## src/hdl/hrco_pkg.sv

```systemverilog
// hrco_pkg: shared types and constants of the request check / end offset block.
// Holds the transaction structs, mode, status and register codes and the
// multiplier request/response structs. No dependencies.
package hrco_pkg;

  localparam int unsigned MAX_DIMS = 8;
  localparam int unsigned DIM_W    = $clog2(MAX_DIMS + 1);

  localparam int unsigned CFG_IDX_W  = 3;
  localparam int unsigned CFG_DATA_W = 62;

  // mode codes
  localparam logic [1:0] FUNC_OFFSET = 2'd0;
  localparam logic [1:0] FUNC_EDGE   = 2'd1;
  localparam logic [1:0] FUNC_STRIDE = 2'd2;
  localparam logic [1:0] FUNC_NONE   = 2'd3;

  // status codes
  localparam logic [1:0] ST_OK     = 2'd0;
  localparam logic [1:0] ST_COORD  = 2'd1;
  localparam logic [1:0] ST_EDGE   = 2'd2;
  localparam logic [1:0] ST_STRIDE = 2'd3;

  // configuration register indexes
  localparam logic [CFG_IDX_W-1:0] REG_NUM_DIMS    = 3'd0;
  localparam logic [CFG_IDX_W-1:0] REG_RECORD_VAR  = 3'd1;
  localparam logic [CFG_IDX_W-1:0] REG_WIDE_FORMAT = 3'd2;
  localparam logic [CFG_IDX_W-1:0] REG_ELEM_SIZE   = 3'd3;
  localparam logic [CFG_IDX_W-1:0] REG_VAR_BEGIN   = 3'd4;
  localparam logic [CFG_IDX_W-1:0] REG_RECORD_SIZE = 3'd5;
  localparam logic [CFG_IDX_W-1:0] REG_NUM_RECORDS = 3'd6;

  typedef struct packed {
    logic [1:0]         func;
    logic               is_read;
    logic               has_counts;
    logic               has_strides;
    logic signed [63:0] dim_start;
    logic signed [63:0] dim_count;
    logic signed [63:0] dim_stride;
    logic signed [63:0] dim_extent;
    logic [47:0]        dim_pitch;
    logic               is_last;
  } hrco_in_t;

  typedef struct packed {
    logic [1:0]         status;
    logic signed [63:0] end_offset;
  } hrco_out_t;

  typedef struct packed {
    logic        start;
    logic [63:0] a;
    logic [63:0] b;
  } mul_req_t;

  typedef struct packed {
    logic        busy;
    logic        done;
    logic [63:0] p;
  } mul_rsp_t;

endpackage

```

## src/hdl/hrco_mul.sv

```systemverilog
// hrco_mul: 64 x 64 multiplier, product modulo 2^64, on one 32 x 32 multiplier.
// Three partial products, summed in turn into the accumulator; done pulses for one cycle.
// Depends on hrco_pkg.
module hrco_mul
  import hrco_pkg::*;
(
  input  logic     clk_i,
  input  logic     rst_ni,
  input  mul_req_t req_i,
  output mul_rsp_t rsp_o
);

  logic        busy_q, busy_d;
  logic        done_q, done_d;
  logic [1:0]  step_q, step_d;
  logic [63:0] a_q, b_q;
  logic [63:0] prod_q, prod_d;
  logic [63:0] acc_q, acc_d;
  logic [31:0] opa, opb;

  always_comb begin
    opa = (step_q == 2'd2) ? a_q[63:32] : a_q[31:0];
    opb = (step_q == 2'd1) ? b_q[63:32] : b_q[31:0];
    prod_d = {32'd0, opa} * {32'd0, opb};
  end

  always_comb begin
    busy_d = busy_q;
    done_d = 1'b0;
    step_d = step_q;
    acc_d  = acc_q;
    if (req_i.start) begin
      busy_d = 1'b1;
      step_d = 2'd0;
    end else if (busy_q) begin
      step_d = step_q + 2'd1;
      case (step_q)
        2'd0: acc_d = acc_q;
        2'd1: acc_d = prod_q;
        2'd2: acc_d = acc_q + {prod_q[31:0], 32'd0};
        2'd3: begin
          acc_d  = acc_q + {prod_q[31:0], 32'd0};
          busy_d = 1'b0;
          done_d = 1'b1;
        end
        default: acc_d = acc_q;
      endcase
    end
  end

  always_ff @(posedge clk_i or negedge rst_ni) begin
    if (!rst_ni) begin
      busy_q <= 1'b0;
      done_q <= 1'b0;
      step_q <= 2'd0;
    end else begin
      busy_q <= busy_d;
      done_q <= done_d;
      step_q <= step_d;
    end
  end

  always_ff @(posedge clk_i) begin
    if (req_i.start) begin
      a_q <= req_i.a;
      b_q <= req_i.b;
    end
    prod_q <= prod_d;
    acc_q  <= acc_d;
  end

  assign rsp_o.busy = busy_q;
  assign rsp_o.done = done_q;
  assign rsp_o.p    = acc_q;

  a_no_restart: assert property (@(posedge clk_i) disable iff (!rst_ni)
    req_i.start |-> !busy_q)
    else $error("multiplier started while busy");

  a_done_pulse: assert property (@(posedge clk_i) disable iff (!rst_ni)
    done_q |=> !done_q)
    else $error("done held for more than one cycle");

  a_finish: assert property (@(posedge clk_i) disable iff (!rst_ni)
    (busy_q && step_q == 2'd3 && !req_i.start) |=> (done_q && !busy_q))
    else $error("multiplier did not finish after last step");

endmodule

```

## src/hdl/hyperslab_request_check_offset_core.sv

```systemverilog
// hyperslab_request_check_offset_core: per-dimension request checker and end offset.
// Sequencer, check logic and offset accumulator around the shared hrco_mul.
// Depends on hrco_pkg and hrco_mul.
//
//  channel | direction | handshake              | payload
//  --------+-----------+------------------------+------------------------
//  in      | input     | in_valid_i/in_ready_o  | in_data_i  (hrco_in_t)
//  out     | output    | out_valid_o/out_ready_i| out_data_o (hrco_out_t)
//  cfg     | input     | cfg_we_i               | cfg_idx_i, cfg_wdata_i
//
// One dimension transaction at a time; ready only while the sequencer is idle.
// Edge check (mode 1) needs no product. Each 64-bit product runs on the shared
// 32 x 32 multiplier: mode 2 needs one product, mode 0 up to three (stride,
// pitch, element size). Items past the dimension count or after an error go
// straight to the finish step.
// The result register frees the input side; a closing item waits only while
// an earlier result is still held. Reset clears control and result registers.
module hyperslab_request_check_offset_core
  import hrco_pkg::*;
(
  input  logic                  clk_i,
  input  logic                  rst_ni,
  input  logic                  in_valid_i,
  output logic                  in_ready_o,
  input  hrco_in_t              in_data_i,
  output logic                  out_valid_o,
  input  logic                  out_ready_i,
  output hrco_out_t             out_data_o,
  input  logic                  cfg_we_i,
  input  logic [CFG_IDX_W-1:0]  cfg_idx_i,
  input  logic [CFG_DATA_W-1:0] cfg_wdata_i
);

  typedef enum logic [2:0] {
    S_IDLE, S_DEC, S_MUL1, S_SUM, S_CHECK, S_MUL2, S_FIN
  } state_e;

  localparam logic signed [63:0] REC_LIMIT = 64'sh0000_0000_FFFF_FFFF;

  // configuration
  logic [3:0]  num_dims_q;
  logic        record_var_q;
  logic        wide_format_q;
  logic [3:0]  elem_size_q;
  logic [61:0] var_begin_q;
  logic [47:0] record_size_q;
  logic [61:0] num_records_q;

  state_e             state_q, state_d;
  logic [DIM_W-1:0]   dim_q, dim_d;
  logic [1:0]         sticky_q, sticky_d;
  logic [63:0]        offs_q, offs_d;
  logic               scale_q, scale_d;
  logic               out_valid_q, out_valid_d;
  hrco_out_t          out_data_q, out_data_d;

  hrco_in_t           in_q, in_d;
  logic [63:0]        dm1_q, dm1_d;
  logic [63:0]        prod_q, prod_d;
  logic [63:0]        sum_q, sum_d;

  logic [DIM_W-1:0]   nd;
  logic               rec, last;
  logic [1:0]         chk;
  logic [63:0]        addend;
  logic               cin;
  logic signed [63:0] endv;
  mul_req_t           mreq;
  mul_rsp_t           mrsp;

  hrco_mul u_mul (
    .clk_i (clk_i),
    .rst_ni(rst_ni),
    .req_i (mreq),
    .rsp_o (mrsp)
  );

  always_ff @(posedge clk_i or negedge rst_ni) begin
    if (!rst_ni) begin
      num_dims_q    <= 4'd0;
      record_var_q  <= 1'b0;
      wide_format_q <= 1'b0;
      elem_size_q   <= 4'd1;
      var_begin_q   <= '0;
      record_size_q <= '0;
      num_records_q <= '0;
    end else if (cfg_we_i) begin
      case (cfg_idx_i)
        REG_NUM_DIMS:    num_dims_q    <= cfg_wdata_i[3:0];
        REG_RECORD_VAR:  record_var_q  <= cfg_wdata_i[0];
        REG_WIDE_FORMAT: wide_format_q <= cfg_wdata_i[0];
        REG_ELEM_SIZE:   elem_size_q   <= cfg_wdata_i[3:0];
        REG_VAR_BEGIN:   var_begin_q   <= cfg_wdata_i;
        REG_RECORD_SIZE: record_size_q <= cfg_wdata_i[47:0];
        REG_NUM_RECORDS: num_records_q <= cfg_wdata_i;
        default: ;
      endcase
    end
  end

  // effective dimension count and position flags
  always_comb begin
    if (32'(num_dims_q) > 32'(MAX_DIMS)) begin
      nd = DIM_W'(MAX_DIMS);
    end else begin
      nd = DIM_W'(num_dims_q);
    end
    rec  = record_var_q && (dim_q == '0);
    last = (32'(dim_q) + 32'd1) == 32'(nd);
    endv = $signed(sum_q);
  end

  // checks on the registered end index / edge sum
  always_comb begin
    chk = ST_OK;
    case (in_q.func)
      FUNC_OFFSET: begin
        if (rec) begin
          if ((!wide_format_q && endv > REC_LIMIT) ||
              (in_q.is_read && endv >= $signed({2'b00, num_records_q}))) begin
            chk = ST_COORD;
          end
        end else if (endv < 0 || endv >= in_q.dim_extent) begin
          chk = ST_COORD;
        end
      end
      FUNC_EDGE: begin
        if (rec) begin
          if (in_q.dim_start < 0) chk = ST_EDGE;
        end else if (in_q.dim_extent < 0 || in_q.dim_count > in_q.dim_extent ||
                     in_q.dim_start < 0 || endv > in_q.dim_extent) begin
          chk = ST_EDGE;
        end
      end
      FUNC_STRIDE: begin
        if (rec) begin
          if (in_q.dim_stride == '0) chk = ST_STRIDE;
        end else if (in_q.dim_extent < 0 || in_q.dim_count > in_q.dim_extent) begin
          chk = ST_EDGE;
        end else if (in_q.dim_count > 0 && endv > in_q.dim_extent) begin
          chk = ST_EDGE;
        end else if (in_q.dim_count == '0 && in_q.dim_start > in_q.dim_extent) begin
          chk = ST_EDGE;
        end else if (in_q.dim_stride == '0) begin
          chk = ST_STRIDE;
        end
      end
      default: chk = ST_OK;
    endcase
  end

  // adder operand: end index in mode 0, start + count or start + 1 + product
  always_comb begin
    addend = '0;
    cin    = 1'b0;
    case (in_q.func)
      FUNC_OFFSET: begin
        if (in_q.has_counts) begin
          addend = in_q.has_strides ? prod_q : dm1_q;
        end
      end
      FUNC_EDGE: addend = in_q.dim_count;
      FUNC_STRIDE: begin
        addend = prod_q;
        cin    = 1'b1;
      end
      default: addend = '0;
    endcase
  end

  always_comb begin
    state_d     = state_q;
    dim_d       = dim_q;
    sticky_d    = sticky_q;
    offs_d      = offs_q;
    scale_d     = scale_q;
    out_valid_d = out_valid_q && !out_ready_i;
    out_data_d  = out_data_q;
    in_d        = in_q;
    dm1_d       = dm1_q;
    prod_d      = prod_q;
    sum_d       = sum_q;
    mreq        = '0;
    case (state_q)
      S_IDLE: begin
        if (in_valid_i) begin
          in_d = in_data_i;
          if (in_data_i.func == FUNC_NONE) begin
            state_d = S_IDLE;
          end else if (sticky_q == ST_OK && dim_q < nd) begin
            state_d = S_DEC;
          end else begin
            state_d = S_FIN;
          end
        end
      end
      S_DEC: begin
        dm1_d = in_q.dim_count - 64'd1;
        if (in_q.func == FUNC_STRIDE ||
            (in_q.func == FUNC_OFFSET && in_q.has_counts && in_q.has_strides)) begin
          mreq.start = 1'b1;
          mreq.a     = in_q.dim_count - 64'd1;
          mreq.b     = in_q.dim_stride;
          state_d    = S_MUL1;
        end else begin
          state_d = S_SUM;
        end
      end
      S_MUL1: begin
        if (mrsp.done) begin
          prod_d  = mrsp.p;
          state_d = S_SUM;
        end
      end
      S_SUM: begin
        sum_d   = in_q.dim_start + addend + 64'(cin);
        state_d = S_CHECK;
      end
      S_CHECK: begin
        sticky_d = chk;
        if (in_q.func == FUNC_OFFSET && chk == ST_OK) begin
          mreq.start = 1'b1;
          mreq.a     = sum_q;
          if (rec) begin
            mreq.b = {16'd0, record_size_q};
          end else if (last) begin
            mreq.b = {60'd0, elem_size_q};
          end else begin
            mreq.b = {16'd0, in_q.dim_pitch};
          end
          scale_d = !rec && !last;
          state_d = S_MUL2;
        end else begin
          state_d = S_FIN;
        end
      end
      S_MUL2: begin
        if (mrsp.done) begin
          if (scale_q) begin
            mreq.start = 1'b1;
            mreq.a     = mrsp.p;
            mreq.b     = {60'd0, elem_size_q};
            scale_d    = 1'b0;
          end else begin
            offs_d  = offs_q + mrsp.p;
            state_d = S_FIN;
          end
        end
      end
      S_FIN: begin
        if (!in_q.is_last) begin
          if (32'(dim_q) < 32'(MAX_DIMS)) dim_d = dim_q + DIM_W'(1);
          state_d = S_IDLE;
        end else if (!out_valid_q || out_ready_i) begin
          out_valid_d       = 1'b1;
          out_data_d.status = sticky_q;
          if (in_q.func == FUNC_OFFSET && sticky_q == ST_OK) begin
            out_data_d.end_offset = $signed({2'b00, var_begin_q} + offs_q);
          end else begin
            out_data_d.end_offset = '0;
          end
          dim_d    = '0;
          sticky_d = ST_OK;
          offs_d   = '0;
          state_d  = S_IDLE;
        end
      end
      default: state_d = S_IDLE;
    endcase
  end

  always_ff @(posedge clk_i or negedge rst_ni) begin
    if (!rst_ni) begin
      state_q     <= S_IDLE;
      dim_q       <= '0;
      sticky_q    <= ST_OK;
      offs_q      <= '0;
      scale_q     <= 1'b0;
      out_valid_q <= 1'b0;
      out_data_q  <= '0;
    end else begin
      state_q     <= state_d;
      dim_q       <= dim_d;
      sticky_q    <= sticky_d;
      offs_q      <= offs_d;
      scale_q     <= scale_d;
      out_valid_q <= out_valid_d;
      out_data_q  <= out_data_d;
    end
  end

  always_ff @(posedge clk_i) begin
    in_q   <= in_d;
    dm1_q  <= dm1_d;
    prod_q <= prod_d;
    sum_q  <= sum_d;
  end

  assign in_ready_o  = (state_q == S_IDLE);
  assign out_valid_o = out_valid_q;
  assign out_data_o  = out_data_q;

  a_mul_start: assert property (@(posedge clk_i) disable iff (!rst_ni)
    mreq.start |-> (state_q == S_DEC || state_q == S_CHECK || state_q == S_MUL2))
    else $error("multiplier started outside a multiply step");

  a_mul_wait: assert property (@(posedge clk_i) disable iff (!rst_ni)
    (state_q == S_MUL1 || state_q == S_MUL2) |-> (mrsp.busy || mrsp.done))
    else $error("waiting on an idle multiplier");

  a_result_src: assert property (@(posedge clk_i) disable iff (!rst_ni)
    $rose(out_valid_q) |-> $past(state_q == S_FIN))
    else $error("result raised outside the finish step");

  a_err_zero: assert property (@(posedge clk_i) disable iff (!rst_ni)
    (out_valid_q && out_data_q.status != ST_OK) |-> (out_data_q.end_offset == '0))
    else $error("offset reported with an error status");

  a_dim_range: assert property (@(posedge clk_i) disable iff (!rst_ni)
    32'(dim_q) <= 32'(MAX_DIMS))
    else $error("dimension index beyond maximum");

endmodule
```

## config.mk

```make
export PLATFORM = sky130hd
export DESIGN_NAME = hyperslab_request_check_offset_core
export DESIGN_NICKNAME = d
export VERILOG_FILES = /design/src/hdl/hrco_pkg.sv /design/src/hdl/hrco_mul.sv /design/src/hdl/hyperslab_request_check_offset_core.sv
export SDC_FILE = /design/constraint.sdc
export NUM_CORES = 2
export LEC_CHECK = 0
export BUFFER_PORTS_ARGS = -buffer_cell sky130_fd_sc_hd__clkbuf_2
export CAP_MARGIN = 20
export CORE_MARGIN = 2
export CORE_UTILIZATION = 50
export CTS_CLUSTER_DIAMETER = 50
export DETAILED_ROUTE_END_ITERATION = 8
export GPL_TIMING_DRIVEN = 1
export PLACE_DENSITY = 0.69
export RECOVER_POWER = 100
export SKIP_LAST_GASP = 1
export SLEW_MARGIN = 30
export SYNTH_ARGS = -nofsm -noshare
export SYNTH_HDL_FRONTEND = slang
export SYNTH_SLANG_ARGS = --single-unit
```

## constraint.sdc

```tcl
create_clock -name clk_i -period 8.8 [get_ports clk_i]
set_clock_uncertainty 0.15 [all_clocks]
set_input_delay 0.44 -clock clk_i [delete_from_list [all_inputs] [get_ports clk_i]]
set_output_delay 0.44 -clock clk_i [all_outputs]
set_load 0.02 [all_outputs]
```

==> qor_table.md <==
| Result | This run |
|---|---|
| Run status | finished, violations left |
| Failing checks | design-rule violations, max-capacitance violations, max-slew violations, negative setup slack |
| Crit-path max FO | 9 |
| Endpoints failing setup | 3 |
| Crit path capture type | flop |
| Vias in the first global route | 74460 |
| Post-Route Hold Slack | 49.22 ps |
| Synthesized area divided by synthesized cell count | 10.32 sq um |
| Crit path launch type | flop |
| CTS tree | yes |
| TNS Setup | -76.64 ps |
| FP Rows | 155 |
| Data arrival time of the critical path | 9410 ps |
| Worst IR Drop VDD | 0.1799 mV |
| Overall die width | 427.7 um |
| Post-synth EDFFs | 694 |
| WL/cell | 27.45 um |
| Total global routing overflow | 0 |
| Portion of the clock cycle consumed by the worst path in the final layout | 100.4% |
| Antenna-violating nets left | 0 |
| Cell with the most instances on the worst path | fa_1 |
| Commonest non-fill, non-tap cells in the layout | inv_1 (1113), nand2_1 (923), fa_1 (888) |
| Largest net degree at the start of global routing | 131 |
| TritonCTS Sinks | 1085 |
| Total standard cell area after synthesis | 89780 sq um |
| Remaining DRCs | 6 |
| Cell variety after synth | 86 |
| Main synth FF type | edfxtp_1 |
| Shortest period the worst path allows | 8838 ps |
| CP Data Required Time | 9370 ps |
| Async set or reset register ratio after synthesis | 30.14% |
| Initial standard-cell utilization of the core | 50.32% |
| Global-route wire length before repair | 492600 um |
| Final Slew Violations | 530 |
| Number of synthesis warnings | 0 |
| Class of the tightest hold or removal check | input pin to flop |
| IO buf count | 447 |
| Least-Margin Pin Slew | 5135 ps |
| Reported leakage power | 48.45 nW |
| Final Core Density | 60.19% |
| Die boundary height | 427.7 um |
| Clock-pin slew on the worst setup and hold paths | 70 ps |
| #FFs+latches synth | 1085 |
| Growth of design area from synthesis to finish | 19.61% |
| F_max | 113.1 MHz |
| Pwr Total | 12.35 mW |
| Most common cell after layout, fill and taps aside | inv_1 |
| Routability congestion estimate | 1.036 |
| Seq/Total Area, Yosys | 33.75% |
| Synthesized instance count | 8697 |
| Total power divided by cell area | 115.0 nW/um^2 |
| Fraction of final layout cells with drive strength greater than 1 | 14.59% |
| Number of detailed-route iterations in the first pass | 9 |
| Post-DR vias/cell | 5.986 |
| Post-layout net count | 11890 |
| Synthesized netlist net count | 10720 |
| Routed Wire Length | 339400 um |
| Worst slack after detailed placement | -557.9 ps |
| Total Die Area | 183000 sq um |
| Count of H-tree levels built during CTS | 3 |
| Inserted Clock Buffers | 117 |
| Normalized max-slew margin | -242.3% |
| Reported max-cap violation count | 9 |
| Number of endpoints with negative hold slack in the final report | 0 |
| Number of antenna violations at the first check in global routing | 42 |
| Worst setup margin | -38.30 ps |
| Area of the placeable core | 178400 sq um |
| Unrepaired setup endpoints after global routing | yes |
| I/O pin count | 448 |
| Clock latency reported for the late side of the worst-skew pair | 810 ps |
| Cell chosen for the clock root | clkbuf_16 |
| Total vias in the final route | 74010 |
| Number of buffers on the longest clock path | 3 |
| Setup CP Type | flop to flop |
| Starting DRT DRC Count | 8509 |
| Half-perimeter wire length after detailed placement | 273000 um |
| Cell with the largest stage delay on the worst path | fa_2 |
| Total routing usage reported by global routing | 36.96% |
| Crit path largest cell delay | 620 ps |
## final cells by class
| type | instances | area [sq um] |
|---|---|---|
| antenna | 44 | 110.1 |
| clock buffer | 142 | 3154 |
| clock inverter | 81 | 900.9 |
| fill | 14640 | 71030 |
| inverter | 1115 | 4185 |
| multi-input combinational | 6152 | 54790 |
| sequential | 1085 | 30310 |
| tap | 2355 | 2947 |
| timing repair buffer | 1389 | 10990 |
## worst max-delay path: cells and delay by family (launching register included)
family | cells | cell delay [ps]
AO/OA/AOI/OAI | 6 | 1050
XOR/XNOR | 1 | 120
adder cells (fa/ha/maj) | 10 | 4660
buffers and inverters | 10 | 1220
flip-flops | 1 | 410
multiplexers | 1 | 290
AND/OR/NAND/NOR | 6 | 900
## flip-flops by register name, summed over array words and instances (netlist names), 3 cells and up
| name | flops |
|---|---|
| state_q | 3 |
| in_q | 310 |
| record_size_q | 48 |
| out_data_o | 66 |
| offs_q | 64 |
| endv | 64 |
| dm1_q | 64 |
| num_records_q | 62 |
| u_mul.prod_q | 64 |
| dim_q | 4 |
| u_mul.acc_q | 64 |
| u_mul.a_q | 64 |
| prod_q | 64 |
| var_begin_q | 62 |
| num_dims_q | 4 |
| u_mul.b_q | 64 |
| elem_size_q | 4 |
## final timing paths
check | startpoint | to | slack (ps) | depth (start not counted)
max | u_mul.step_q[1]$_DFFE_PN0P_ | u_mul.prod_q[61]$_DFF_P_ | -40 | 34
min | cfg_we_i | wide_format_q$_DFFE_PN0P_ | 50 | 4
max reg2reg | u_mul.step_q[1]$_DFFE_PN0P_ | u_mul.prod_q[61]$_DFF_P_ | -40 | 34
min reg2reg | u_mul.acc_q[3]$_DFFE_PP_ | prod_q[3]$_DFFE_PP_ | 300 | 0
max in group asynchronous | rst_ni | offs_q[19]$_DFFE_PN0P_ | 2440 | 4
min in group asynchronous | rst_ni | out_data_o[48]$_DFFE_PN0P_ | 1820 | 2
## cells in the mapped netlist, drive strengths merged (63+ instances only)
| cell type | n | share of area (%) |
|---|---|---|
| nand2 | 925 | 3.9 |
| a222oi | 65 | 0.72 |
| inv | 1115 | 4.7 |
| xor2 | 135 | 1.3 |
| o21ai | 325 | 1.8 |
| xnor2 | 185 | 1.8 |
| mux2i | 71 | 0.79 |
| and2 | 76 | 0.53 |
| ha | 746 | 10 |
| nor2 | 785 | 3.3 |
| mux2 | 247 | 3.1 |
| a22oi | 68 | 0.57 |
| clkbuf | 327 | 1.4 |
| nand4 | 95 | 0.66 |
| a21oi | 412 | 2.3 |
| a22o | 68 | 0.66 |
| a21o | 222 | 1.9 |
| edfxtp | 694 | 23 |
| dfxtp | 64 | 1.4 |
| and3 | 72 | 0.50 |
| nor3 | 63 | 0.36 |
| dfrtp | 326 | 9.1 |
| fa | 901 | 20 |
| nand3 | 83 | 0.48 |
## metal layers
layer	global-route usage, %	routed length, um	up-vias
li1	-	-	31940
met3	10.16	38570	926
met4	20.22	22960	18
met2	55.74	148000	4296
met5	0	117	-
met1	48.38	129800	36830
## logic make-up after synthesis
logic type                 count (synthesis)  synth area share, %
muxes                                    318                3.890
AOI/OAI and AO/OA                       1511                10.99
adders and majority gates               1647                30.49
DFF                                     1085                33.75
xor gates and xnor gates                 320                3.122
and+or+nand+nor                         2355                11.65
buffers and inverters                   1461                6.110
## power breakdown
group          internal [mW]  switching [mW]  leakage (nW)
registers               5.58           0.120          9.99
clock network           2.91            2.32          1.99
logic                  0.675           0.748          36.5
## stage by stage
step	area (sq um)	instances
finish	107400	12360
global route	107300	12320
CTS	106500	12270
detailed placement	98710	11690
global placement	98710	11690
floorplan	89830	8697
## repair_timing
item | CTS | global route
resized for setup | 20 | 102
hold endpoints to repair | 520 | 0
setup buffers | 3 | 40
hold buffers | 356 | 0
endpoints found under the setup margin | 11 | 17
pin swaps | 1 | 40
cloned | 1 | 6
No activity file was read; power rests on OpenSTA's default activity.
